File: src/hdl/ames_pkg.sv
// shared types and constants for the adjacency matrix edge store
// no dependencies
package ames_pkg;

    localparam int MAX_NODES_DEF  = 64;
    localparam int LABEL_BITS_DEF = 8;

    localparam logic [3:0] K_ADD    = 4'd0;
    localparam logic [3:0] K_REMOVE = 4'd1;
    localparam logic [3:0] K_SETW   = 4'd2;
    localparam logic [3:0] K_GETW   = 4'd3;
    localparam logic [3:0] K_EXISTS = 4'd4;
    localparam logic [3:0] K_SETNL  = 4'd5;
    localparam logic [3:0] K_GETNL  = 4'd6;
    localparam logic [3:0] K_SETEL  = 4'd7;
    localparam logic [3:0] K_GETEL  = 4'd8;
    localparam logic [3:0] K_FIRST  = 4'd9;
    localparam logic [3:0] K_NEXT   = 4'd10;
    localparam logic [3:0] K_RESIZE = 4'd11;

    localparam logic [1:0] ST_OK     = 2'd0;
    localparam logic [1:0] ST_RANGE  = 2'd1;
    localparam logic [1:0] ST_SHRINK = 2'd2;
    localparam logic [1:0] ST_END    = 2'd3;

    typedef struct packed {
        logic clear_en;
        logic load_in;
        logic step;
        logic commit;
    } dp_cmd_t;

    typedef struct packed {
        logic clear_done;
        logic scan_more;
    } dp_sts_t;

endpackage

File: src/hdl/ames_ctrl.sv
// controller state machine for the edge store
// depends on ames_pkg
module ames_ctrl (
    input  logic             clk,
    input  logic             rst_n,
    input  logic             in_valid,
    output logic             in_ready,
    output logic             out_valid,
    input  logic             out_ready,
    output ames_pkg::dp_cmd_t cmd,
    input  ames_pkg::dp_sts_t sts
);
    import ames_pkg::*;

    typedef enum logic [3:0] {
        S_CLEAR = 4'b0001,
        S_IDLE  = 4'b0010,
        S_READ  = 4'b0100,
        S_EXEC  = 4'b1000
    } state_t;

    state_t state_reg, state_next;
    logic   out_valid_reg, out_valid_next;
    logic   out_free;

    assign out_free  = !out_valid_reg || out_ready;
    assign in_ready  = (state_reg == S_IDLE);
    assign out_valid = out_valid_reg;

    always_comb
    begin
        cmd.clear_en = (state_reg == S_CLEAR);
        cmd.load_in  = (state_reg == S_IDLE) && in_valid;
        cmd.step     = (state_reg == S_EXEC) && sts.scan_more;
        cmd.commit   = (state_reg == S_EXEC) && !sts.scan_more && out_free;
    end

    always_comb
    begin
        state_next = state_reg;
        unique case (state_reg)
            S_CLEAR: if (sts.clear_done) state_next = S_IDLE;
            S_IDLE:  if (in_valid) state_next = S_READ;
            S_READ:  state_next = S_EXEC;
            S_EXEC:
            begin
                if (sts.scan_more)
                begin
                    state_next = S_READ;
                end
                else if (out_free)
                begin
                    state_next = S_IDLE;
                end
            end
            default: state_next = S_CLEAR;
        endcase
    end

    always_comb
    begin
        out_valid_next = out_valid_reg;
        if (out_valid_reg && out_ready)
        begin
            out_valid_next = 1'b0;
        end
        if (cmd.commit)
        begin
            out_valid_next = 1'b1;
        end
    end

    always_ff @(posedge clk or negedge rst_n)
    begin
        if (!rst_n)
        begin
            state_reg     <= S_CLEAR;
            out_valid_reg <= 1'b0;
        end
        else
        begin
            state_reg     <= state_next;
            out_valid_reg <= out_valid_next;
        end
    end

    a_commit_shows: assert property (@(posedge clk) disable iff (!rst_n)
        cmd.commit |=> out_valid_reg)
        else $error("result not shown after commit");
    a_accept_reads: assert property (@(posedge clk) disable iff (!rst_n)
        cmd.load_in |=> (state_reg == S_READ))
        else $error("accepted item did not start a read");
    a_commit_no_step: assert property (@(posedge clk) disable iff (!rst_n)
        !(cmd.commit && cmd.step))
        else $error("commit and scan step together");
    a_no_accept_in_clear: assert property (@(posedge clk) disable iff (!rst_n)
        !(cmd.clear_en && in_ready))
        else $error("ready during clearing pass");

endmodule

File: config.mk
export PLATFORM = sky130hd
export DESIGN_NAME = ames_ctrl
export DESIGN_NICKNAME = d
export VERILOG_FILES = /design/src/hdl/ames_pkg.sv /design/src/hdl/ames_ctrl.sv
export SDC_FILE = /design/constraint.sdc
export NUM_CORES = 1
export LEC_CHECK = 0
export ABC_AREA = 1
export BUFFER_PORTS_ARGS = -buffer_cell sky130_fd_sc_hd__buf_2
export CAP_MARGIN = 20
export CORE_AREA = 2 2 39 41
export CTS_BUF_LIST = sky130_fd_sc_hd__clkbuf_8
export DETAILED_ROUTE_END_ITERATION = 8
export DIE_AREA = 0 0 41 43
export PLACE_DENSITY = 0.51
export REMOVE_ABC_BUFFERS = 1
export SLEW_MARGIN = 20
export SYNTH_ARGS = -nofsm -noshare
export SYNTH_HDL_FRONTEND = slang
export SYNTH_SLANG_ARGS = --single-unit
File: constraint.sdc
create_clock -name clk -period 2.2 [get_ports clk]
set_clock_uncertainty 0.2 [all_clocks]
set_input_delay 0 -clock clk [delete_from_list [all_inputs] [get_ports clk]]
set_output_delay 0 -clock clk [all_outputs]
set_load 0.02 [all_outputs]
==> run metrics <==
Initial DRT Pass Iterations=4; die width=between 40 and 50 um; gr usage total=0.108; Root Buffer=clkbuf_8; fmax=slightly below 600 MHz; Final Setup Violations=0; simple-gate area share of the yosys netlist=0.419; Via-to-Cell Ratio=a little over 4; cell-internal power=0.343 mW; pin count of the biggest net entering global routing=5; P per Cell Area=~1100 nW/um^2; H-tree depth=1; Peak supply drop=roughly 0.00033 V; worst-path fanout max=4; sequential cell area=roughly 130 sq um; mux cell area share after synthesis=0; Avg Inst Size Synth=7.04 sq um; Multi-input gate area=approximately 160 sq um; GRT met1 Usage=0.118; RSZ-0062 raised after global routing=no; post-synthesis xor/xnor area fraction=0; GR peak layer=met2; DIE AREA=1760 sq um; Antenna diodes=0; clock power share=0.279; Clock transition at path regs=approximately 0.040 ns; setup slack after layout=~0.50 ns; DP HPWL=586 um; initial antenna violation count=0; grt total ovfl=0; Worst EP required=approximately 2.1 ns; Slew headroom=0.865; share of power burned in combinational logic=0.445; delay-heaviest family, CP=flip-flops; status=complete, no violations; flops & latches, synth=5; HP Class=input pin to async pin; Slowest cell on crit path=dfstp_2; Port Buf Inserts=11; layout cells sized above 1=0.377; CP endpoint kind=flop; CTS resizes=0; sequential share of the synthesized area=0.374; Mapped Cells=between 40 and 50; worst setup path class=flop to flop; CTS tree=yes; die height=between 40 and 50 um; Leakage=about 0.32 nW; final antenna-violating net count=0; Setup Slack @ Placement=0.931 ns; Fin Hold WS=0.0709 ns; max FFs per register=4; yosys warns=0; I/O pin count=12; Setup Buffers After CTS=0; Placed Area=between 400 and 500 sq um; Final Hold Fails=0; Final Max Tran Viols=0; Compound-Gate Fraction of Synth Area=0.0407; sw frac=0.412; actual slew at the worst max-slew pin=between 0.2 and 0.25 ns; Critical Path Max Stage Delay=0.56 ns; cell area after synthesis=about 340 sq um; most frequent cells in the layout=inv_1, buf_2, nand2_1, dlygate4sd3_1, nor2_1; setup TNS=0 ns; Bufs and invs on worst path=1; routed wire length per instance=8.98 um; fillers=152; first-pass GRT wire length=between 1000 and 1500 um; Flop pwr share=0.276; clock tree buffer depth=2; drt initial violations=2; max_cap viols=0; Synth Area in Adders=0; Area Overhead vs Synth=54.1%; NetSw=between 0.2 and 0.25 mW; hold buffers post-CTS=7; CTS sink cnt=5; row count=14; cells along the critical path=nor2_1, nand3_1, nand2_1, dlygate4sd3_1; Initial Utilization=0.244; met3 Usage GRT=0.0471; ratio of final minimum period to clock period=0.772; startpoint types=flop; Final min period=1.70 ns; WP data arrival=1.59 ns; Post-Layout Inst Area=520 sq um; final core utilization=0.376; number of global-route vias before repair=325; synth unique cells=15; Final Wtd Congestion=between 0.6 and 0.7; latest clock arrival within the worst-skew pair=between 0.2 and 0.25 ns; # DRC=0; Core Box Area=about 1400 sq um; largest family of logic cells by synthesized area=simple AND/OR/NAND/NOR gates; CTS buffer count=3; final WL=between 700 and 800 um; routed via count=~350; Nets=between 70 and 80; GR Util met2=0.166
path summary, 6_finish.rpt:
check | from | slack [ns] | depth (start not counted) | endpoint
max in group asynchronous | rst_n | 1.11 | 3 | out_valid
min reg2reg | state_reg[0] | 0.38 | 2 | state_reg[0]
min | rst_n | 0.07 | 2 | state_reg[0]
min in group clk | state_reg[0] | 0.38 | 2 | state_reg[0]
max | state_reg[0] | 0.50 | 4 | out_valid
max reg2reg | state_reg[0] | 0.50 | 4 | out_valid
metal layers:
metal / up-vias / share of wire
met5: - / 0
met4: 0 / 0
met3: 0 / 0.073
met2: 8 / 0.47
met1: 153 / 0.45
li1: 184 / -
cell type report:
| cell class | instances | share of cell area |
|---|---|---|
| Multi-Input combinational cell | 29 | 0.298 |
| Sequential cell | 5 | 0.243 |
| Clock inverter | 1 | 0.00721 |
| Tap cell | 16 | 0.0385 |
| Inverter | 13 | 0.0938 |
| Clock buffer | 3 | 0.0793 |
| Timing Repair Buffer | 18 | 0.240 |
power groups by stage:
stage                     logic [mW]  clock network [mW]  registers [mW]
final                          0.260               0.163           0.161
after global routing           0.296               0.173           0.165
after CTS                      0.262               0.169           0.160
after detailed placement       0.252                   0           0.162
after global placement         0.252                   0           0.160
after floorplan                0.196                   0           0.157
cells by family (layout without fill, tap and decap cells):
logic type | count (synthesis) | in the layout
AO/OA/AOI/OAI | 2 | 2
buffers and inverters | 14 | 35
flip-flops | 5 | 5
AND/OR/NAND/NOR | 27 | 27
per-stage QoR:
stage / std cells / power [mW]
floorplan: 47 / 0.353
global placement: 74 / 0.412
detailed placement: 74 / 0.414
CTS: 85 / 0.592
global route: 85 / 0.635
finish: 85 / 0.584
Yosys cell counts:
cell	n	area share
inv_1	10	0.11
nand2_1	9	0.10
nor2_1	5	0.056
dfrtp_1	4	0.30
nand3_1	4	0.059
inv_2	3	0.033
nand2_2	2	0.037
nand3_2	2	0.059
nand4_1	2	0.037
nor2_2	2	0.037
a21oi_1	1	0.015
buf_4	1	0.022
dfstp_2	1	0.078
nor2_4	1	0.033
o21ai_2	1	0.026
Note: power is estimated with default switching activity, not from simulation.
